**config.mk**
```make
export PLATFORM = sky130hd
export DESIGN_NAME = rmsz_front_flat
export DESIGN_NICKNAME = d
export VERILOG_FILES = /design/src/rtl/running_mean_stddev_zscore_macros.svh /design/src/rtl/rmsz_pkg.sv /design/src/rtl/rmsz_if.sv /design/src/rtl/rmsz_front.sv /design/src/flat_wrapper.sv
export SDC_FILE = /design/constraint.sdc
export NUM_CORES = 1
export LEC_CHECK = 0
export ABC_AREA = 1
export BUFFER_PORTS_ARGS = -buffer_cell sky130_fd_sc_hd__buf_2
export CELL_PAD_IN_SITES_DETAIL_PLACEMENT = 1
export CELL_PAD_IN_SITES_GLOBAL_PLACEMENT = 2
export CORE_MARGIN = 4
export CORE_UTILIZATION = 35
export DETAILED_ROUTE_END_ITERATION = 10
export PLACE_DENSITY = 0.81
export SYNTH_ARGS = -nofsm -noshare
export SYNTH_HDL_FRONTEND = slang
export SYNTH_SLANG_ARGS = --single-unit
```
**constraint.sdc**
```tcl
create_clock -name clk -period 6.1 [get_ports clk]
set_input_delay 0.61 -clock clk [delete_from_list [all_inputs] [get_ports clk]]
set_output_delay 0.61 -clock clk [all_outputs]
set_load 0.01 [all_outputs]
```
**src/rtl/running_mean_stddev_zscore_macros.svh**
```systemverilog
// Assertion macros of the running statistics block, included by rmsz_back.
// Every use sits inside a module that has clk and rst.
`ifndef RUNNING_MEAN_STDDEV_ZSCORE_MACROS_SVH
`define RUNNING_MEAN_STDDEV_ZSCORE_MACROS_SVH
`ifndef SYNTHESIS
`define RMSZ_ASSERT(lbl, prop) \
  lbl: assert property (@(posedge clk) disable iff (rst) prop) \
    else $error("rmsz assertion failed");
`define RMSZ_ASSERT_ALWAYS(lbl, prop) \
  lbl: assert property (@(posedge clk) prop) \
    else $error("rmsz assertion failed");
`else
`define RMSZ_ASSERT(lbl, prop)
`define RMSZ_ASSERT_ALWAYS(lbl, prop)
`endif
`endif

```
**src/rtl/rmsz_pkg.sv**
```systemverilog
// Types, codes and widths of the running mean / std-dev / z-score block.
// No dependencies; every other RTL file imports it.
package rmsz_pkg;

  localparam int MAX_CHANNELS = 128;
  localparam int CH_W         = $clog2(MAX_CHANNELS);
  localparam int SAMPLE_W     = 24;
  localparam int FRAC_W       = 16;
  localparam int MEAN_W       = SAMPLE_W + FRAC_W;   // Q24.16
  localparam int DELTA_W      = MEAN_W + 1;
  localparam int M2_W         = 64;
  localparam int SD_W         = 40;
  localparam int Z_W          = 32;
  localparam int CNT_W        = 32;
  localparam int ACT_W        = 8;
  localparam int QDEPTH       = 2;

  typedef enum logic [1:0] {
    MODE_UPDATE = 2'd0,
    MODE_ZSCORE = 2'd1,
    MODE_QUERY  = 2'd2,
    MODE_CLEAR  = 2'd3
  } mode_t;

  typedef enum logic [1:0] {
    STATUS_OK    = 2'd0,
    STATUS_FEW   = 2'd1,
    STATUS_RANGE = 2'd2
  } status_t;

  typedef enum logic [0:0] {
    CFG_ACTIVE_CHANNELS = 1'b0,
    CFG_ZERO_WHEN_FLAT  = 1'b1
  } cfg_idx_t;

  typedef enum logic [3:0] {
    S_IDLE, S_EVAL, S_DIVM, S_NM, S_MUL, S_WR, S_DIVV, S_SQRT, S_DIVZ, S_OUT
  } bstate_t;

  // one classified item as it waits between front and back
  typedef struct packed {
    mode_t                      mode;
    logic [CH_W-1:0]            channel;
    logic signed [SAMPLE_W-1:0] sample;
    logic                       last;
    logic                       in_range;
  } item_t;

  function automatic logic [DELTA_W-1:0] mag41(logic signed [DELTA_W-1:0] v);
    return v[DELTA_W-1] ? DELTA_W'(-v) : DELTA_W'(v);
  endfunction

endpackage

```
**src/rtl/rmsz_if.sv**
```systemverilog
// Valid/ready channel interfaces for item input and result output.
// Depends on rmsz_pkg.
interface rmsz_in_if;
  import rmsz_pkg::*;
  logic                       valid;
  logic                       ready;
  logic [1:0]                 mode;
  logic [CH_W-1:0]            channel;
  logic signed [SAMPLE_W-1:0] sample_value;
  logic                       last_of_set;
  modport source (output valid, mode, channel, sample_value, last_of_set, input ready);
  modport sink   (input valid, mode, channel, sample_value, last_of_set, output ready);
endinterface


```
**src/rtl/rmsz_front.sv**
```systemverilog
// Front end: accepts items, checks the channel range and queues them.
// Depends on rmsz_pkg and rmsz_in_if.
module rmsz_front (
  input  logic                         clk,
  input  logic                         rst,
  rmsz_in_if.sink                      in_ch,
  input  logic [rmsz_pkg::ACT_W-1:0]   active_channels,
  input  logic                         pop,
  output logic                         q_valid,
  output rmsz_pkg::item_t              head
);
  import rmsz_pkg::*;

  localparam logic [ACT_W-1:0] CHAN_LIMIT = ACT_W'(MAX_CHANNELS);

  item_t      entry [QDEPTH];
  logic       wr_ptr, rd_ptr;
  logic [1:0] fill;
  logic       push;
  item_t      incoming;

  assign in_ch.ready = (fill != 2'(QDEPTH));
  assign push        = in_ch.valid && in_ch.ready;
  assign q_valid     = (fill != 2'd0);
  assign head        = entry[rd_ptr];

  always_comb begin
    incoming.mode     = mode_t'(in_ch.mode);
    incoming.channel  = in_ch.channel;
    incoming.sample   = in_ch.sample_value;
    incoming.last     = in_ch.last_of_set;
    incoming.in_range = ({1'b0, in_ch.channel} < active_channels) &&
                        ({1'b0, in_ch.channel} < CHAN_LIMIT);
  end

  always_ff @(posedge clk) begin
    if (push) entry[wr_ptr] <= incoming;
  end

  always_ff @(posedge clk) begin
    if (rst) begin
      wr_ptr <= 1'b0;
      rd_ptr <= 1'b0;
      fill   <= 2'd0;
    end else begin
      if (push) wr_ptr <= ~wr_ptr;
      if (pop)  rd_ptr <= ~rd_ptr;
      fill <= fill + 2'(push) - 2'(pop);
    end
  end

endmodule

```
**src/flat_wrapper.sv**
```systemverilog
// flat-port wrapper written by rule: the top's interface ports become plain ports
module rmsz_front_flat import rmsz_pkg::*;
  (clk, rst, active_channels, pop, q_valid, head, in_ch_valid, in_ch_mode, in_ch_channel, in_ch_sample_value, in_ch_last_of_set, in_ch_ready);
  rmsz_in_if in_ch_i ();
  input  logic clk;
  input  logic rst;
  input  logic [rmsz_pkg::ACT_W-1:0] active_channels;
  input  logic pop;
  output logic q_valid;
  output rmsz_pkg::item_t head;
  input wire logic [$bits(in_ch_i.valid)-1:0] in_ch_valid;
  input wire logic [$bits(in_ch_i.mode)-1:0] in_ch_mode;
  input wire logic [$bits(in_ch_i.channel)-1:0] in_ch_channel;
  input wire logic [$bits(in_ch_i.sample_value)-1:0] in_ch_sample_value;
  input wire logic [$bits(in_ch_i.last_of_set)-1:0] in_ch_last_of_set;
  output wire logic [$bits(in_ch_i.ready)-1:0] in_ch_ready;
  assign in_ch_i.valid = in_ch_valid;
  assign in_ch_i.mode = in_ch_mode;
  assign in_ch_i.channel = in_ch_channel;
  assign in_ch_i.sample_value = in_ch_sample_value;
  assign in_ch_i.last_of_set = in_ch_last_of_set;
  assign in_ch_ready = in_ch_i.ready;
  rmsz_front u_core (.clk(clk), .rst(rst), .in_ch(in_ch_i), .active_channels(active_channels), .pop(pop), .q_valid(q_valid), .head(head));
endmodule
```
==> results, run 1 <==
- The run finished with clean final reports.
- Across the VDD grid, the largest voltage drop is 0.0000879 V.
- The total of cells resized after clock tree synthesis is 0.
- The overall routed net length is 5320 um.
- The worst-case clock buffer depth is 2.
- The CTS tree is done.
- Max-cap violations in this run came to 0.
- For this run, the post-layout net count is 309.
- The first TritonRoute pass finished after 4 iterations.
- In this run the worst path has a maximum fanout of 35.
- The starting DRC count in detailed routing is 21.
- For the final routed database, the setup TNS stands at 0 ns.
- The average instance in the mapped netlist occupies 18.5 um2.
- In the finished design, the share of the clock period the worst path needs comes to 0.426.
- The cell type of the slowest stage on the worst timing path is dfxtp_2.
- For this run, the register share of the synthesized area comes to 0.718.
- The met2 layer usage reported by global route is 0.190.
- The routed layout has 1619 vias.
- On the final layout, the worst clock skew is 0.0105 ns.
- The largest single stage delay on the critical path is 1.08 ns.
- The CTS H-tree depth is 3.
- The most utilized layer in the global route result is met2.
- The number of endpoints with negative hold slack in the final report is 0.
- By area the synthesized netlist is led by edfxtp_1, mux2_4, dfxtp_1.
- The count of boundary I/O pins is 83.
- When the netlist entered floorplanning its net count stood at 220.
- The layout has 898 filler cells.
- Clock latency on the worst-skew pair, taken at its later pin, is 0.33 ns.
- The met1 layer usage reported by global route is 0.118.
- The number of antenna violations at the first check in global routing is 0.
- The via count of the first global-routing pass is 1794.
- The horizontal die dimension is 102 um.
- Including well taps, the total number of placed cells is 349.
- Static timing analysis puts the maximum clock frequency at 0.385 GHz.
- The total area inside the core boundary comes to 8380 um2.
- The signal on the critical path passes through mux2_2, buf_2.
- The final count of pins violating max slew was 0.
- The estimated wirelength of the detail-placed design is 3790 um.
- The cell type contributing the most total cell area after synthesis is edfxtp_1.
- The clock period could shrink to 2.60 ns.
- The share of synthesized area in the top cell type comes to 0.685.
- In this run the clock root is driven by a clkbuf_8.
- The post-route DRC violation count is 0.
- The layout overhead on the synthesized area is 20.6%.
- After the flow finishes, the layout carries non-filler instances totaling 363.
- The number of antenna diodes in the final layout is 0.
- The analysis attributes to cell leakage a power of 1.53 nW.
- For the worst setup path, the data arrival time is 1.99 ns.
- The site row count is 33.
- The type of the worst setup path is reg2out.
- The count of buffers from port buffering is 82.
- The floorplan step set the die height to 102 um.
- Dividing the detail-routed wire length by the instance count gives 14.7 um.
- The largest delay contributor family on the critical path is flip-flops.
- The pin slew with the least headroom to its limit is 1.13 ns.
- Counting both buffers and inverters, the worst setup path holds a total of 1.
- The total track usage is 0.109.
- The post-cts hold buffer count is 0.
- The type of destination of the critical path is a primary output.
- The weighted congestion reported at the end of routability-driven placement is 0.633.
- The power density relative to cell area is 314 nW/um2.
- The startpoint class of the critical path is a flop.
- Entering global routing, the biggest net connects 37 pins.
- The number of clock sinks seen by CTS is 75.
- The count of nets left with antenna violations once routing finished came out at 0.
- The worst relative slew slack is 0.247.
- In this run the worst hold path is classified as in2reg.
- The total overflow reported by the global router is 0.
- The full die area is 10300 um2.
- In the synthesized netlist, the number of instances is 166.
- The initial core utilization is 0.366.
- Counting the buffers created by CTS gives 9.
- For met3 alone, demand over resource in global routing was 0.0317.
- The post-synthesis cell area is 3070 um2.
- After synthesis, the netlist uses 17 different library cells.
- The mean number of vias per cell is 4.46.
- Setup repair after global routing left no endpoint under its margin.
- The total of endpoints with negative setup slack in the final report is 0.
- For this run, the number of Yosys warnings is 0.
- The number of setup buffers added after CTS is 0.
- Of the cells placed in the final design, the portion with a size suffix greater than 1 is 0.508.
- The data required time of the critical path is 5.49 ns.
- The clock-pin slew reported for the worst setup and hold paths after clock tree synthesis is 0.07 ns.
- The first global-routing pass estimated 8420 um of wire.
- The count of state elements after synthesis is 75.
layer usage:
metal,up-vias,wire [um]
li1,781,-
met1,772,2070
met2,60,2780
met3,6,385
met4,0,89
met5,-,0
state kept, by name, summed over array words and instances, names as in the netlist, named ones only:
name           flops
u_core.entry      70
u_core.wr_ptr      1
u_core.fill        2
u_core.rd_ptr      1
synth_stat cells:
cell type and number:
mux2_4 30, edfxtp_1 70, ha_1 8, xor2_1 1, nand2_1 12, dfxtp_1 5, buf_6 1, xnor2_1 1
nor2_1 8, a21oi_1 3, nor3b_1 1, buf_12 3, o21ai_0 1, or2_2 1, mux2_2 5, nor3_1 1
inv_1 15
cell type report:
type | count | area (um2) | area share
clock buffer | 9 | 124 | 0.0335
clock inverter | 5 | 22.5 | 0.00609
inverter | 15 | 56.3 | 0.0152
multi-input combinational | 72 | 753 | 0.204
sequential | 75 | 2200 | 0.595
tap | 105 | 131 | 0.0355
timing repair buffer | 82 | 410 | 0.111
logic make-up (layout without fill, tap and decap cells):
family                   after synthesis  after routing  share of synthesized area
flip-flops                            75             75                      0.718
adder cells (fa/ha/maj)                8              8                     0.0326
XOR/XNOR                               2              2                    0.00571
AO/OA/AOI/OAI                          4              4                    0.00652
buffers and inverters                 19            111                     0.0416
multiplexers                          35             35                      0.165
AND/OR/NAND/NOR                       23             23                     0.0306
final timing paths:
| kind | start | to | cells after the start | slack (ns) |
|---|---|---|---|---|
| min reg2reg | u_core.rd_ptr$_SDFFE_PP0P_ | flop | 2 | 0.53 |
| max | flop | head[1] | 2 | 3.50 |
| min | in_ch_mode[1] | u_core.entry[0][34]$_DFFE_PP_ | 1 | 0.47 |
| max reg2reg | u_core.fill[0]$_SDFF_PP0_ | u_core.entry[1][6]$_DFFE_PP_ | 4 | 4.27 |
stage by stage:
step                utilization  hold WS, ns  power, mW  setup slack (ns)  cell area, um2
floorplan                     -        0.480      0.806              3.47            3070
global placement          0.424        0.497      0.878              3.82            3550
detailed placement        0.424        0.515      0.889              3.80            3550
CTS                       0.442        0.448       1.18              3.41            3700
global route              0.442        0.447       1.23              3.36            3700
finish                    0.442        0.470       1.16              3.50            3700
placed cells by master (no fill, tap or decap):
cell        count
ha_1            8
nor3_1          1
clkbuf_8        9
clkinv_1        4
clkinvlp_4      1
xor2_1          1
nand2_1        12
inv_1          15
nor2_4          2
edfxtp_1       70
dfxtp_2         1
nor3b_1         1
buf_2          82
mux2_4         30
xnor2_1         1
dfxtp_1         4
or2_2           1
a21oi_1         3
nor2_1          6
o21ai_0         1
mux2_2          5
worst reg2reg max path: stages, from the launching register on:
cell and delay, ns:
dfxtp_1 0.32, inv_1 0.05, nand2_1 0.06, nand2_1 0.15, nor2_4 0.82
power by group:
| group | switching, mW | internal (mW) | total (mW) |
|---|---|---|---|
| Sequential | 0.0273 | 0.631 | 0.659 |
| Clock | 0.157 | 0.137 | 0.294 |
| Combinational | 0.104 | 0.106 | 0.210 |
| Total | 0.287 | 0.875 | 1.16 |
(Power assumes the default switching activity.)
==> run 2, diff against run 1 <==
--- a/config.mk
+++ b/config.mk
@@ -10,9 +10,9 @@
 export CELL_PAD_IN_SITES_DETAIL_PLACEMENT = 1
 export CELL_PAD_IN_SITES_GLOBAL_PLACEMENT = 2
 export CORE_MARGIN = 4
-export CORE_UTILIZATION = 35
+export CORE_UTILIZATION = 33
 export DETAILED_ROUTE_END_ITERATION = 10
-export PLACE_DENSITY = 0.81
+export PLACE_DENSITY = 0.8
 export SYNTH_ARGS = -nofsm -noshare
 export SYNTH_HDL_FRONTEND = slang
 export SYNTH_SLANG_ARGS = --single-unit
==> constraint.sdc (replaced) <==
create_clock -name clk -period 2.35 [get_ports clk]
set_input_delay 0.235 -clock clk [delete_from_list [all_inputs] [get_ports clk]]
set_output_delay 0.235 -clock clk [all_outputs]
set_load 0.01 [all_outputs]
==> results, run 2 (same netlist as run 1, synthesis figures left out) <==
- The global-route wire length before repair is 8920 um.
- The total overflow reported by the global router is 0.
- Hold is met by 0.0759 ns.
- The startpoint identified for the worst register-to-register timing path is u_core.fill[0]$_SDFF_PP0_.
- The most utilized layer in the global route result is met2.
- The detailed-route via count is 1635.
- The post-route DRC violation count is 0.
- The final cell utilization of the core is 0.431.
- The total of endpoints with negative setup slack in the final report is 0.
- The most flop-heavy register is u_core.entry.
- Clock-pin slew was measured on the worst setup and hold paths at 0.08 ns.
- Port buffering added 82 buffers.
- After clock tree synthesis, the repair step resized 0 gates.
- The share of total power dissipated in the clock network is 0.314.
- The flip-flop count of the largest register after layout is 70.
- The class of the tightest hold or removal check is in2reg.
- The post-route setup TNS is 0 ns.
- The number of antenna diodes is 0.
- The destination of the worst hold path is u_core.entry[1][19]$_DFFE_PP_.
- The pre-antenna-repair detailed-routing pass consisted of 4 iterations.
- The portion of the clock cycle consumed by the worst path in the final layout is 0.738.
- The worst hold path begins at in_ch_sample_value[17].
- The initial utilization of the core area, before any placement, comes to 0.345.
- Based on the critical path, the design can be clocked at up to 0.577 GHz.
- The final count of pins violating max slew is 0.
- The H-tree was split into 3 levels.
- In the global route stage, overall resource usage came out at 0.108.
- The count of fill cells added during filler insertion is 907.
- The estimated wirelength of the detail-placed design is 3990 um.
- Entering global routing, the biggest net connects 27 pins.
- Max-cap violations in this run came to 0.
- The die is 104 um wide.
- The via count of the first global-routing pass is 1775.
- Of all nets on the critical path, the largest fanout is 19.
- STA classifies the critical path endpoint as a primary output.
- Of the total power, the share spent switching nets is 0.239.
- The number of antenna violations at the first check in global routing came to 0.
- The layout overhead on the synthesized area is 24.8%.
- For this design, the sink count on the clock tree is 75.
- Along the worst hold path, the cell count comes to 1.
- For the pin with the worst max-slew slack, the measured transition is 0.413 ns.
- The count of nets left with antenna violations once routing finished came out at 0.
- Counting the buffers created by CTS gives 9.
- The site row count is 34.
- The clock tree root driver cell is clkbuf_8.
- The met2 layer usage reported by global route is 0.174.
- The total power consumption of the routed design is 3.32 mW.
- Headroom to the max-slew limit came out at 0.724.
- In the global route stage, met3 resource usage came out at 0.0447.
- The multi-input combinational cells in the finished layout cover a total of 753 um2.
- The data required time of the critical path is 2.12 ns.
- In the layout the commonest cells are buf_2, edfxtp_1, mux2_4, inv_1, nand2_1.
- The worst register-to-register path has a depth of 5.
- The fraction of layout cells with a size suffix above 1 is 0.530.
- The weighted congestion reported at the end of routability-driven placement is 0.662.
- The share of total power dissipated in sequential elements is 0.505.
- The startpoint class of the critical path is a flop.
- The minimum clock period after layout is 1.73 ns.
- The post-cts hold buffer count is 0.
- From bottom edge to top edge, the die measures 104 um.
- The library cell used most frequently in the layout, excluding fill and tap cells, is buf_2.
- The internal portion of the total power is 2.52 mW.
- The largest registers in the layout are u_core.entry: 70 flops, u_core.fill: 2 flops.
- Setup repair after global routing left no endpoint under its margin.
- The number of endpoints with negative hold slack in the final report is 0.
- Summed over all cells, the static leakage comes to 1.59 nW.
- Clock latency on the worst-skew pair, taken at its later pin, is 0.34 ns.
- The starting DRC count in detailed routing is 26.
- The slack of the worst reg-to-reg path is 0.85 ns.
- The final routed wire length divided by cell count is 14.7 um.
- The floorplan step defined a die boundary enclosing 10900 um2.
- The type of the worst setup path is reg2out.
- For met1 alone, demand over resource in global routing was 0.123.
- The sequential cells in the finished layout cover a total of 2200 um2.
- After detailed routing, the total wire length is 5460 um.
- The mean number of vias per cell is 4.40.
- The share of power burned in combinational logic is 0.182.
- The placeable core region is 8890 um2.
- The net switching power of the design is 794 uW.
- The worst path arrival time is 1.50 ns.
- The run finished with clean final reports.
- The worst-case clock skew is 0.00507 ns.
- The count of boundary I/O pins is 83.
- The total setup buffers inserted after CTS is 0.
- The worst IR drop on VDD is 0.000336 V.
- The clock passes through at most 2 buffers.
- TritonCTS built the clock tree.
- The critical register-to-register path endpoint is u_core.entry[1][0]$_DFFE_PP_.
- The power density relative to cell area is 866 nW/um2.
- The final net count is 313.
==> run 2: cell count changes in the layout (fill, tap and decap cells not counted) <==
cell / change
buf_4: +2
clkinv_4: +1
clkinv_2: +1
clkinvlp_4: +1
buf_12: +2
bufinv_16: +2
clkinv_1: -3
==> run 2: critical path, cell delays in order, from the launching register on <==
cell     delay [ns]
dfxtp_2        0.33
buf_4          0.32
mux2_2         0.37
buf_2          0.14
==> run 2: layout make-up <==
type,instances,area share
inverters,15,0.0147
well taps,108,0.0353
clock inverters,7,0.0242
flip-flops and latches,75,0.575
repair buffers,86,0.122
clock buffers,9,0.0323
multi-input cells,72,0.197
==> run 2: worst max path at each step <==
stage | from | endpoint | slack, ns | cells past startpoint
detailed placement | u_core.fill[0]$_SDFF_PP0_ | u_core.entry[1][16]$_DFFE_PP_ | 0.83 | 5
floorplan | u_core.fill[0]$_SDFF_PP0_ | u_core.entry[1][0]$_DFFE_PP_ | 0.42 | 4
global route | flop | head[2] | 0.51 | 3
finish | flop | head[34] | 0.62 | 3
CTS | flop | head[34] | 0.57 | 3
global placement | u_core.fill[0]$_SDFF_PP0_ | u_core.entry[1][30]$_DFFE_PP_ | 0.84 | 5
==> run 2: stage by stage <==
step / area [um2] / setup slack, ns / std cells
floorplan: 3070 / 0.424 / 166
global placement: 3610 / 0.840 / 356
detailed placement: 3610 / 0.826 / 356
CTS: 3830 / 0.571 / 372
global route: 3830 / 0.508 / 372
finish: 3830 / 0.617 / 372
==> run 2: power groups by stage <==
stage          clock, mW  sequential [mW]  combinational [mW]
2_1_floorplan          0             1.70               0.396
3_3_place_gp           0             1.70               0.616
3_5_place_dp           0             1.71               0.622
4_1_cts             1.08             1.68               0.625
5_1_grt             1.15             1.69               0.670
6_report            1.04             1.67               0.603
==> run 2: per-layer routing <==
layer	vias to the layer above	wire, um
met3	9	445
li1	792	-
met4	0	83
met1	778	2150
met5	-	0
met2	56	2780
==> run 3, diff against run 2 <==
--- a/config.mk
+++ b/config.mk
@@ -10,9 +10,9 @@
 export CELL_PAD_IN_SITES_DETAIL_PLACEMENT = 1
 export CELL_PAD_IN_SITES_GLOBAL_PLACEMENT = 2
 export CORE_MARGIN = 4
-export CORE_UTILIZATION = 33
+export CORE_UTILIZATION = 35
 export DETAILED_ROUTE_END_ITERATION = 10
-export PLACE_DENSITY = 0.8
+export PLACE_DENSITY = 0.81
 export SYNTH_ARGS = -nofsm -noshare
 export SYNTH_HDL_FRONTEND = slang
 export SYNTH_SLANG_ARGS = --single-unit
==> constraint.sdc (replaced) <==
create_clock -name clk -period 1.8 [get_ports clk]
set_input_delay 0.18 -clock clk [delete_from_list [all_inputs] [get_ports clk]]
set_output_delay 0.18 -clock clk [all_outputs]
set_load 0.01 [all_outputs]
==> results, run 3 (same netlist as run 1, synthesis figures left out) <==
- In the layout the commonest cells are buf_2, edfxtp_1, mux2_4, inv_1, nand2_1.
- The buffering stage count on the worst path with inverters included is 2.
- The critical path crosses 3 cells after its start point.
- The count of fill cells added during filler insertion is 873.
- The number of antenna violations at the first check in global routing came to 0.
- Setup slack closes at 0.139 ns.
- The slowest stage of the critical path belongs to the cell mux2_2.
- The worst IR drop on VDD is 0.000346 V.
- The pin count of the biggest net entering global routing is 22.
- Of the cells placed in the final design, the portion with a size suffix greater than 1 is 0.534.
- The tool flagged a number of max-cap violations equal to 0.
- The class of the tightest hold or removal check is in2reg.
- In the final routed layout, each cell accounts on average for 14.1 um.
- The critical register-to-register path endpoint is u_core.fill[1]$_SDFF_PP0_.
- The final route contains 1626 vias.
- The type of destination of the critical path is a primary output.
- The number of endpoints with negative hold slack in the final report is 0.
- In this run the worst path has a maximum fanout of 17.
- Static timing analysis puts the maximum clock frequency at 0.602 GHz.
- Post-CTS timing repair inserted 0 buffers for setup.
- The largest delay contributor family on the critical path is buffers and inverters.
- For this configuration, the core starts out at a cell density of 0.366.
- The type of the worst setup path is reg2out.
- The standby leakage power is 1.58 nW.
- The weighted congestion reported at the end of routability-driven placement is 0.640.
- The worst relative slew slack is 0.780.
- After clock tree synthesis, the clock-pin slew on the worst setup and hold paths is 0.07 ns.
- The largest single stage delay on the critical path is 0.38 ns.
- At the end of the flow the core is filled with cells to 0.449.
- Global routing finished with a remaining overflow of 0.
- For this block, the initial DRC count from the detailed router was 26.
- Data arrives at the worst endpoint at 1.48 ns.
- Walking the worst path, the cells encountered are buf_4, mux2_2, buf_2.
- Setup repair after global routing left no endpoint under its margin.
- The first global-routing pass estimated 8400 um of wire.
- The clock tree root driver cell is clkbuf_8.
- The total of endpoints with negative setup slack in the final report is 0.
- The run finished with clean final reports.
- The CTS H-tree depth is 3.
- The count of nets left with antenna violations once routing finished came out at 0.
- After routing the design area is 3760 um2.
- For this block, the routed nets add up to 5230 um of wire.
- The full die area is 10300 um2.
- The worst-case clock buffer depth is 2.
- The worst register-to-register path has a depth of 8.
- The worst-case clock skew is 0.00710 ns.
- The number of antenna diodes is 0.
- In this run the critical register-to-register path is launched from u_core.fill[0]$_SDFF_PP0_.
- Relative to the synthesized area, the layout overhead comes to 22.6%.
- Leaving out fill and tap cells, the most frequent cell in the layout is buf_2.
- The setup slack after placement is 0.394 ns.
- The horizontal die dimension is 102 um.
- 83 I/O pins were placed.
- The die span in y is 102 um.
- The post-route DRC violation count is 0.
- Dividing total power by cell area gives a power density of 1060 nW/um2.
- Clock tree synthesis found a total of 75 sinks.
- The worst setup path is launched from a flop.
- Post-CTS repair changed the size of 0 cells.
- The slack of the worst reg-to-reg path is 0.38 ns.
- The most flop-heavy register is u_core.entry.
- The via count of the first global-routing pass was 1793.
- In this run, post-CTS hold repair placed 0 buffers.
- In the routed layout, each cell is associated on average with a via count of 4.38.
- In the finished design, the share of the clock period the worst path needs comes to 0.923.
- At the worst endpoint, the required time is 1.62 ns.
- The clock latency of the later-clocked register in the worst-skew pair is 0.33 ns.
- The post-route setup TNS is 0 ns.
- The flip-flop count of the largest register after layout is 70.
- The floorplan has 33 rows.
- In this run the tool buffered the top-level ports with 82 buffer cells.
- The first detailed-routing pass ran for 3 iterations.
- The area of placed instances is 3600 um2.
- The final count of pins violating max slew is 0.
- The estimated wirelength of the detail-placed design is 3970 um.
- In this run, CTS created clock tree buffers numbering 9.
- The placeable core region is 8380 um2.
- TritonCTS built the clock tree.
- The termination of the worst setup path is head[0].
- The worst path needs 1.66 ns of the cycle, external delays included.
- The largest registers in the layout are u_core.entry: 70 flops, u_core.fill: 2 flops.
- At the pin with the least slew margin, the transition time is 0.331 ns.
- After the last flow step, the layout net total stands at 315.
- The total track usage is 0.110.
- Along the worst hold path, the cell count comes to 1.
[run 3: cell count changes in the layout (fill, tap and decap cells not counted)]
cell,before,now
clkinv_1,1,0
clkinv_4,1,0
clkbuf_1,0,1
buf_12,2,0
clkinvlp_4,2,1
bufinv_16,2,0
clkinv_2,1,5
buf_4,2,6
[run 3: worst min path at each step]
stage | from | to | slack (ns)
floorplan | rst | u_core.fill[0]$_SDFF_PP0_ | 0.25
global placement | in_ch_mode[1] | u_core.entry[1][34]$_DFFE_PP_ | 0.37
detailed placement | in_ch_sample_value[11] | u_core.entry[0][13]$_DFFE_PP_ | 0.37
CTS | in_ch_sample_value[11] | u_core.entry[0][13]$_DFFE_PP_ | 0.007
global route | in_ch_sample_value[15] | u_core.entry[0][17]$_DFFE_PP_ | 0.01
finish | in_ch_sample_value[0] | u_core.entry[0][2]$_DFFE_PP_ | 0.03
[run 3: area by class of cell]
cell class / count / area [um2] / share of cell area
Tap cell: 105 / 131 / 0.0349
Clock inverter: 6 / 32.5 / 0.00865
Inverter: 15 / 56.3 / 0.0150
Clock buffer: 10 / 128 / 0.0339
Sequential cell: 75 / 2200 / 0.586
Timing Repair Buffer: 88 / 455 / 0.121
Multi-Input combinational cell: 72 / 753 / 0.200
[run 3: power breakdown]
part	leakage (nW)	internal [mW]	switching, mW	total [mW]
combinational	0.799	0.377	0.393	0.770
sequential	0.692	2.13	0.0529	2.19
clock	0.0856	0.488	0.557	1.04
total	1.58	3.00	1.00	4.00
[run 3: through the flow]
| stage | cells | total power [mW] | hold slack [ns] |
|---|---|---|---|
| final | 371 | 4.00 | 0.0341 |
| after global routing | 371 | 4.25 | 0.0103 |
| after CTS | 371 | 4.10 | 0.00740 |
| after detailed placement | 355 | 3.03 | 0.371 |
| after global placement | 355 | 3.00 | 0.368 |
| after floorplan | 166 | 2.73 | 0.251 |
[run 3: metal layers]
layer,track usage,wire (um),vias up
met2,0.191,2700,53
met5,0,0,-
met4,0.0644,104,0
met3,0.0365,423,8
li1,-,-,795
met1,0.116,2000,770
